File: config.mk
export PLATFORM = sky130hd
export DESIGN_NAME = gb_tap_cell
export DESIGN_NICKNAME = d
export VERILOG_FILES = /design/src/gb_pkg.sv /design/src/gb_tap_cell.sv
export SDC_FILE = /design/constraint.sdc
export NUM_CORES = 1
export LEC_CHECK = 0
export BUFFER_PORTS_ARGS = -buffer_cell sky130_fd_sc_hd__clkbuf_2
export CAP_MARGIN = 20
export CORE_MARGIN = 4
export CORE_UTILIZATION = 25
export CTS_CLUSTER_SIZE = 12
export DETAILED_ROUTE_END_ITERATION = 12
export RECOVER_POWER = 25
export SYNTH_ARGS = -nofsm -noshare
export SYNTH_HDL_FRONTEND = slang
export SYNTH_SLANG_ARGS = --single-unit
File: constraint.sdc
create_clock -name clk -period 2 [get_ports clk]
set_input_delay 0.1 -clock clk [delete_from_list [all_inputs] [get_ports clk]]
set_output_delay 0.1 -clock clk [all_outputs]
set_load 0.05 [all_outputs]
File: src/gb_pkg.sv
`timescale 1ns / 1ps

package gb_pkg;

  localparam int PIX_W  = 8;
  localparam int CFG_W  = 12;
  localparam int POS_W  = 11;
  localparam int PSUM_W = 10;
  localparam int SUM_W  = 12;
  localparam int IDX_W  = 1;

  localparam logic [IDX_W-1:0] REG_IMAGE_WIDTH  = 1'b0;
  localparam logic [IDX_W-1:0] REG_IMAGE_HEIGHT = 1'b1;

  localparam logic [CFG_W-1:0] SIZE_RESET = 12'd2048;
  localparam logic [CFG_W-1:0] SIZE_MIN   = 12'd3;

  typedef logic [PIX_W-1:0] pix_t;

  typedef struct packed {
    pix_t top;
    pix_t mid;
    pix_t bot;
  } col_t;

endpackage

File: src/gb_tap_cell.sv
`timescale 1ns / 1ps

module gb_tap_cell (
  input  logic                      clk,
  input  logic                      rst_n,
  input  logic                      en,
  input  gb_pkg::col_t              d,
  output gb_pkg::col_t              q,
  output logic [gb_pkg::PSUM_W-1:0] psum
);

  gb_pkg::col_t              col_r;
  logic [gb_pkg::PSUM_W-1:0] psum_r;
  logic [gb_pkg::PSUM_W-1:0] psum_nxt;

  assign psum_nxt = {2'b00, d.top} + {1'b0, d.mid, 1'b0} + {2'b00, d.bot};

  always_ff @(posedge clk) begin
    if (!rst_n) begin
      col_r  <= '0;
      psum_r <= '0;
    end else if (en) begin
      col_r  <= d;
      psum_r <= psum_nxt;
    end
  end

  assign q    = col_r;
  assign psum = psum_r;

endmodule

==> impl_metrics.toml, run 1 <==
[detailed_routing]
wl_per_cell_um = 12.2
dr.pass1.iters = 4
drt_wl_total_um = 3910
viasPerCell = 4.15
drc = 0
drt_iter0_drc = 30
num_vias = 1332
ant_nets = 0

[yosys]
ys_types = 30
yosysWarnings = 0
synthesis.nets = 201
async_flop_share_pct = 0
synth.top_cell.area_share_pct = 39.1
synth_top_cells_by_count = "dfxtp_1, mux2i_1, nor2b_1"
yosys.area.top_type = "dfxtp_1"
yosysMostFrequentCell = "dfxtp_1"
ys_seq_area_share_pct = 39.1
synth_flop_cell = "dfxtp_1"
avgSynthCellArea_um2 = 11.1
synth-edff-count = 0
syn_area_um2 = 1740
netlist_instances = 157
ys_ff_latch = 34
yosys-top-cells-area = "dfxtp_1, mux2i_1, nor2b_1"

[finish]
antenna_cells = 0
design_area_um2 = 2260
area_delta_synth_final_pct = 29.9
nets = 268
layout.cells.non_filler = 321
post_route_cells_drive_above_1_share_pct = 35.6
fin_util_pct = 33.2

[critical_path]
cp-end-kind = "flop"
worstPathRequired_ns = 2.18
rr_worst_depth = 3
start_kind = "input port"
path_class = "input port to flop"
crit_path_max_fanout = 3
critical_path_arrival_ns = 1.91

[floorplan]
die_w_um = 91.4
core.rowCount = 30
dieArea_um2 = 8350
die_h_um = 91.4
initial_utilization_pct = 25.6
design.core.area_um2 = 6790
io_pins = 61

[clock_network]
cts_setup_buffers = 0
post_cts.resized_instances = 0
cts.clk_slew.worst_paths_ns = 0.07
cts_inserted_buffers = 5
clk_path_buf_depth = 2
cts_hold_buf = 0
h-tree-depth = 2
clk_latency_ns = 0.29
clock_sinks = 34
cts-root-buf = "clkbuf_8"
cts_tree = "yes"

[placed_design]
dpl.hpwl_um = 3080
placed_cells = 313
place_area_um2 = 2170
portBuffers = 60
gp_congestion = 0.751

[timing]
min_period_over_period_pct = 86.6
min_period_ns = 1.73
worst-slew-pin-transition_ns = 0.954
finalHoldViolCount = 0
clock-skew-final_ns = 0
rsz0062_at_grt = "false"
holdWs_ns = 0.0902
slew_viol_final = 0
fmax_ghz = 0.577
setup_viol = 0
slew_headroom_pct = 36.4

[grt]
grtUsageTotal_pct = 10.1
grt_pass1_vias = 1408
antenna_found_initial = 0
grt_first_pass_wirelength_um = 6780
grt_max_degree = 23
grt-ovfl-total = 0

[power]
seqPwrFrac_pct = 38.7
p_sw_share_pct = 36.8
p_switching_mw = 0.727
cellPowerDensity_nw_per_um2 = 876
intPower_mw = 1.25
peakVddDrop_v = 0.000304
combPwrFrac_pct = 34.0
power_mw = 1.98
clockPowerShare_pct = 27.3
p_leak_nw = 1.05

[status]
status = "complete, no violations"

[worst_hold_path]
hold_depth = 3
hp-class = "input port to flop"

[job]
cap_violations = 0
==> worst paths after layout <==
path	from	end	slack (ns)
setup / recovery	d[1]	psum[8]	0.27
hold / removal	d[16]	q[16]	0.09
setup reg to reg	psum[6]	psum[6]	1.00
hold reg to reg	psum[3]	psum[3]	0.49
==> logic make-up after synthesis <==
family          Yosys count  share of synthesized area, %
xor+xnor                  4                          2.01
flops                    34                          39.1
simple gates             38                          12.5
mux                      29                          17.1
buf+inv                   9                          2.73
compound gates           26                          10.9
fa+ha+maj                17                          15.7
==> per-stage QoR <==
step / worst slack, ns / TNS (ns)
2_1_floorplan: 0.125 / 0
3_3_place_gp: -0.0212 / -0.0499
3_5_place_dp: -0.0424 / -0.0763
4_1_cts: 0.270 / 0
5_1_grt: 0.144 / 0
6_report: 0.268 / 0
==> sequential cells by signal (all words and copies together) (netlist names) <==
name,count
q,24
psum,10
==> per-layer routing <==
metal | track usage [%] | part of all wire (%) | up-vias
li1 | - | - | 682
met1 | 12.4 | 44 | 606
met2 | 15.2 | 45 | 36
met3 | 4.64 | 8.9 | 8
met4 | 4.52 | 1.9 | 0
met5 | 0 | 0 | -
==> critical path: stages <==
cell      delay, ns
clkbuf_2       0.10
fa_1           0.49
ha_1           0.24
buf_4          0.14
a211oi_2       0.23
nor2_2         0.08
a41oi_2        0.21
mux2_4         0.31
==> area by class of cell <==
type | instances | area, um^2
fill | 701 | 4540
multi-input combinational | 114 | 1010
sequential | 34 | 681
timing repair buffer | 67 | 344
tap | 96 | 120
clock buffer | 6 | 82.6
clock inverter | 2 | 12.5
inverter | 2 | 7.51
==> layout by cell type, fill, tap and decap left out, types with 2 or more instances in the layout <==
master	n
buf_4	5
dfxtp_1	34
o21ai_1	3
nand3_1	2
o21ai_0	5
xnor2_1	4
inv_1	2
nor2b_1	27
nor3_1	2
clkbuf_8	6
clkbuf_1	3
a211oi_1	2
fa_1	8
a21oi_1	7
clkbuf_2	59
nand2_1	6
ha_1	9
mux2i_1	27
==> power groups by stage <==
stage | Combinational, mW | Sequential (mW) | Clock (mW)
after detailed placement | 0.683 | 0.781 | 0
after floorplan | 0.299 | 0.983 | 0
after global routing | 0.739 | 0.773 | 0.603
final | 0.673 | 0.765 | 0.541
after global placement | 0.683 | 0.780 | 0
after CTS | 0.686 | 0.766 | 0.573
(Power assumes the default switching activity.)
==> run 2, diff against run 1 <==
--- a/config.mk
+++ b/config.mk
@@ -12,4 +12,5 @@
 export CTS_CLUSTER_SIZE = 12
 export DETAILED_ROUTE_END_ITERATION = 12
+export HOLD_SLACK_MARGIN = 0.06
 export RECOVER_POWER = 25
 export SYNTH_ARGS = -nofsm -noshare
==> constraint.sdc (replaced) <==
create_clock -name clk -period 2 [get_ports clk]
set_input_delay 0.4 -clock clk [delete_from_list [all_inputs] [get_ports clk]]
set_output_delay 0.4 -clock clk [all_outputs]
set_load 0.05 [all_outputs]
==> run 2 against run 1 <==
Against the previous run: final cell count is 3.4% higher; sequential share of layout area shrank 2.0 points; combinational power grew 7.4%; die area stayed put; non-clock buffer count increased by 11; global-route usage about the same; flip-flop and latch count did not move; via count rose by 2.9%; core utilization increased by 2.4 points; critical endpoint is now psum[7].
==> impl_metrics.toml, run 2 (synthesized netlist as in run 1, its figures left out) <==
[status]
status = "complete, no violations"

[clock_network]
clk_latency_ns = 0.28
clk_path_buf_depth = 2
post_cts.resized_instances = 0
cts_inserted_buffers = 5
cts.clk_slew.worst_paths_ns = 0.08
cts_tree = "yes"
h-tree-depth = 2
cts-root-buf = "clkbuf_8"
cts_hold_buf = 0
clock_sinks = 34
cts_setup_buffers = 0

[grt]
grt_pass1_vias = 1404
grt_max_degree = 24
grt-ovfl-total = 0
grtUsageTotal_pct = 10.2
grt_first_pass_wirelength_um = 6830
antenna_found_initial = 0

[detailed_routing]
drt_wl_total_um = 4010
drt_iter0_drc = 41
ant_nets = 0
viasPerCell = 4.13
num_vias = 1371
drc = 0
dr.pass1.iters = 4
wl_per_cell_um = 12.1

[timing]
slew_viol_final = 0
finalHoldViolCount = 0
clock-skew-final_ns = 0
worst-slew-pin-transition_ns = 0.872
min_period_over_period_pct = 98.7
min_period_ns = 1.97
fmax_ghz = 0.507
rsz0062_at_grt = "true"
setup_viol = 0
slew_headroom_pct = 41.9

[finish]
post_route_cells_drive_above_1_share_pct = 41.1
area_delta_synth_final_pct = 39.2
nets = 279
fillers = 686
antenna_cells = 0
multi_input_area_um2 = 1040
fin_util_pct = 35.6
largest_register_ffs = 24
final_common_cell = "clkbuf_2"
ff_latch_area_um2 = 681
mostFrequentLayoutCells = "clkbuf_2, dfxtp_1, mux2i_1, nor2b_1, buf_4"
layout.cells.non_filler = 332

[critical_path]
cp_top_family = "adder cells"
path_class = "input port to flop"
critical_path_arrival_ns = 2.16
crit_buf_inv = 2
cp-end-kind = "flop"
crit_path_max_fanout = 3
slowest_delay_ns = 0.50
cp_common_cell = "fa_2"
start_kind = "input port"
slowest_stage = "fa_2"
worstPathRequired_ns = 2.19
crit_path_cell_trace = "clkbuf_2 > fa_2 > buf_4 > fa_2 > nand3_2 > a31oi_2 > o21a_1 > o32ai_2"

[power]
cellPowerDensity_nw_per_um2 = 946
p_leak_nw = 1.14
peakVddDrop_v = 0.000417
power_mw = 2.29

[floorplan]
initial_utilization_pct = 25.6
design.core.area_um2 = 6790
dieArea_um2 = 8350
core.rowCount = 30
io_pins = 61
die_h_um = 91.4
die_w_um = 91.4

[job]
cap_violations = 0

[placed_design]
portBuffers = 60
placed_cells = 324
dpl.hpwl_um = 3150
gp_congestion = 0.753

[worst_hold_path]
hp-class = "input port to flop"
-- run 2: cell count changes in the layout (fill, tap and decap cells not counted), sizes merged --
cell,before,now
clkinvlp,1,0
buf,5,17
bufinv,0,2
clkbuf,68,67
clkinv,1,0
-- run 2: worst register-to-register path, cell delays in order, from the launching register on --
cell	delay, ns
dfxtp_1	0.34
o21ai_0	0.21
a21oi_1	0.06
mux2_4	0.28
-- run 2: cell type report --
cell class,count,share of cell area (%)
repair buffers,78,17.8
flip-flops and latches,34,28.1
clock buffers,6,3.41
multi-input cells,114,42.9
well taps,96,4.96
clock inverters,2,2.48
inverters,2,0.310
-- run 2: metrics by stage --
step	setup TNS (ns)	instance area (um^2)	hold WS (ns)	setup slack (ns)
after floorplan	-0.280	1750	0.557	-0.112
final	0	2420	0.393	0.0267
after global routing	-0.131	2420	0.406	-0.0774
after global placement	-1.33	2260	0.483	-0.237
after CTS	0	2410	0.393	0.0252
after detailed placement	-1.39	2260	0.488	-0.269
-- run 2: worst paths after layout --
kind	startpoint	to	slack, ns	cells past startpoint
setup / recovery	d[18]	psum[7]	0.03	8
hold / removal	d[16]	q[16]	0.39	3
setup reg to reg	psum[6]	psum[6]	1.00	3
hold reg to reg	psum[5]	psum[5]	0.50	2
-- run 2: report_power, final --
group	switching [mW]	internal [mW]
Combinational	0.443	0.280
Clock	0.266	0.532
Sequential	0.0328	0.736
-- run 2: layer usage --
metal / GRT usage (%) / wire (um)
met4: 3.02 / 51
met3: 3.23 / 228
met5: 0 / 0
met1: 12.8 / 1900
met2: 16.5 / 1830
==> run 3, diff against run 2 <==
Settings changed: REMOVE_ABC_BUFFERS set to 1.
==> run 3 against run 2 <==
Against the previous run: flip-flop and latch count unchanged; sequential share of layout area up 0.10 points; critical path depth down 1; critical path type unchanged; sequential power is essentially flat; die area unchanged; register-to-register slack is essentially flat; largest power group is now combinational logic; global-route usage is 0.14 points higher; design area down 0.36%; worst setup slack gained 0.020 ns.
==> impl_metrics.toml, run 3 (synthesized netlist as in run 1, its figures left out) <==
[grt]
grt_max_degree = 25
grt_pass1_vias = 1445
grtUsageTotal_pct = 10.3
grt_first_pass_wirelength_um = 6880
antenna_found_initial = 0
grt-ovfl-total = 0

[clock_network]
cts_inserted_buffers = 5
clk_latency_ns = 0.28
h-tree-depth = 2
cts.clk_slew.worst_paths_ns = 0.07
clk_path_buf_depth = 2
cts_tree = "yes"
clock_sinks = 34
cts-root-buf = "clkbuf_8"

[placed_design]
portBuffers = 60
dpl.hpwl_um = 3110
place_area_um2 = 2230
gp_congestion = 0.714

[detailed_routing]
drt_wl_total_um = 4050
dr.pass1.iters = 4
wl_per_cell_um = 12.3
viasPerCell = 4.16
drc = 0
drt_iter0_drc = 46
num_vias = 1374
ant_nets = 0

[power]
p_leak_nw = 1.11
intPower_mw = 1.32
clockPowerShare_pct = 25.4
seqPwrFrac_pct = 37.2
combPwrFrac_pct = 37.4
cellPowerDensity_nw_per_um2 = 856
p_sw_share_pct = 36.3
peakVddDrop_v = 0.000412
p_switching_mw = 0.749

[timing]
slew_headroom_pct = 60.9
finalHoldViolCount = 0
setup_tns_ns = 0
worst-slew-pin-transition_ns = 0.587
min_period_ns = 1.95
fmax_ghz = 0.512
slew_viol_final = 0
min_period_over_period_pct = 97.7
setup_viol = 0
clock-skew-final_ns = 0

[finish]
nets = 277
final_common_cell = "clkbuf_2"
antenna_cells = 0
fin_util_pct = 35.5
fillers = 718
area_delta_synth_final_pct = 38.7
largest_register_ffs = 24
post_route_cells_drive_above_1_share_pct = 42.3
design_area_um2 = 2410
mostFrequentLayoutCells = "clkbuf_2, dfxtp_1, mux2i_1, nor2b_1, buf_4"

[critical_path]
r2r_slack_ns = 1.00
crit_path_max_fanout = 3
critical_path_arrival_ns = 2.13
worstPathRequired_ns = 2.17
path_class = "input port to flop"
crit_path_cell_trace = "clkbuf_2 > fa_2 > ha_4 > a211oi_4 > nor2_4 > a41oi_2 > mux2_4"
cp-end-kind = "flop"
slowest_stage = "fa_2"
start_kind = "input port"
slowest_delay_ns = 0.63

[worst_hold_path]
hp-class = "input port to flop"

[floorplan]
dieArea_um2 = 8350
core.rowCount = 30
initial_utilization_pct = 25.6
io_pins = 61
die_w_um = 91.4
die_h_um = 91.4
design.core.area_um2 = 6790

[job]
cap_violations = 0

[status]
status = "complete, no violations"
run 3: path summary, 6_finish.rpt:
| check | start | end | cells past startpoint |
|---|---|---|---|
| min reg2reg | psum[3] | psum[3] | 1 |
| min | d[17] | q[17] | 3 |
| max reg2reg | psum[8] | psum[8] | 3 |
| max | d[2] | psum[8] | 7 |
run 3: final cells by class:
cell class | count | area (um^2) | share of cell area, %
tap | 96 | 120 | 4.98
inverter | 2 | 7.51 | 0.311
timing repair buffer | 76 | 428 | 17.7
multi-input combinational | 114 | 1080 | 45.0
clock buffer | 7 | 86.3 | 3.58
sequential | 34 | 681 | 28.2
clock inverter | 1 | 5.00 | 0.207
run 3: what timing repair did:
item                       4_1_cts  5_1_grt
gates resized for setup          5       14
buffers inserted                 0        1
setup endpoints to repair        3        4
pin swaps                        4        8
hold buffers                     0        0
run 3: critical path, delay by kind of cell:
| family | cells | cell delay [ns] |
|---|---|---|
| buffers and inverters | 1 | 0.11 |
| AO/OA/AOI/OAI | 2 | 0.39 |
| adder cells (fa/ha/maj) | 2 | 0.85 |
| multiplexers | 1 | 0.31 |
| AND/OR/NAND/NOR | 1 | 0.07 |
run 3: through the flow:
| stage | std cells | setup WS [ns] | hold slack [ns] | power, mW |
|---|---|---|---|---|
| floorplan | 150 | -0.176 | 0.493 | 1.26 |
| global placement | 321 | -0.320 | 0.478 | 1.48 |
| detailed placement | 321 | -0.348 | 0.477 | 1.49 |
| CTS | 329 | 0.0124 | 0.397 | 2.04 |
| global route | 330 | -0.0137 | 0.405 | 2.20 |
| finish | 330 | 0.0466 | 0.388 | 2.07 |
run 3: power by group through the flow:
stage,clock network (mW),logic (mW),registers [mW]
4_1_cts,0.552,0.724,0.767
6_report,0.525,0.773,0.767
3_3_place_gp,0,0.702,0.781
3_5_place_dp,0,0.707,0.782
5_1_grt,0.587,0.835,0.774
2_1_floorplan,0,0.277,0.983
run 3: layer usage:
layer / part of all wire, % / GRT usage, % / routed length [um] / vias to the layer above
met4: 1.1 / 3.02 / 44 / 0
met2: 47 / 16.3 / 1900 / 44
met1: 45 / 13.3 / 1840 / 629
met3: 6.5 / 3.48 / 265 / 4
li1: - / - / - / 697
met5: 0 / 0 / 0 / -
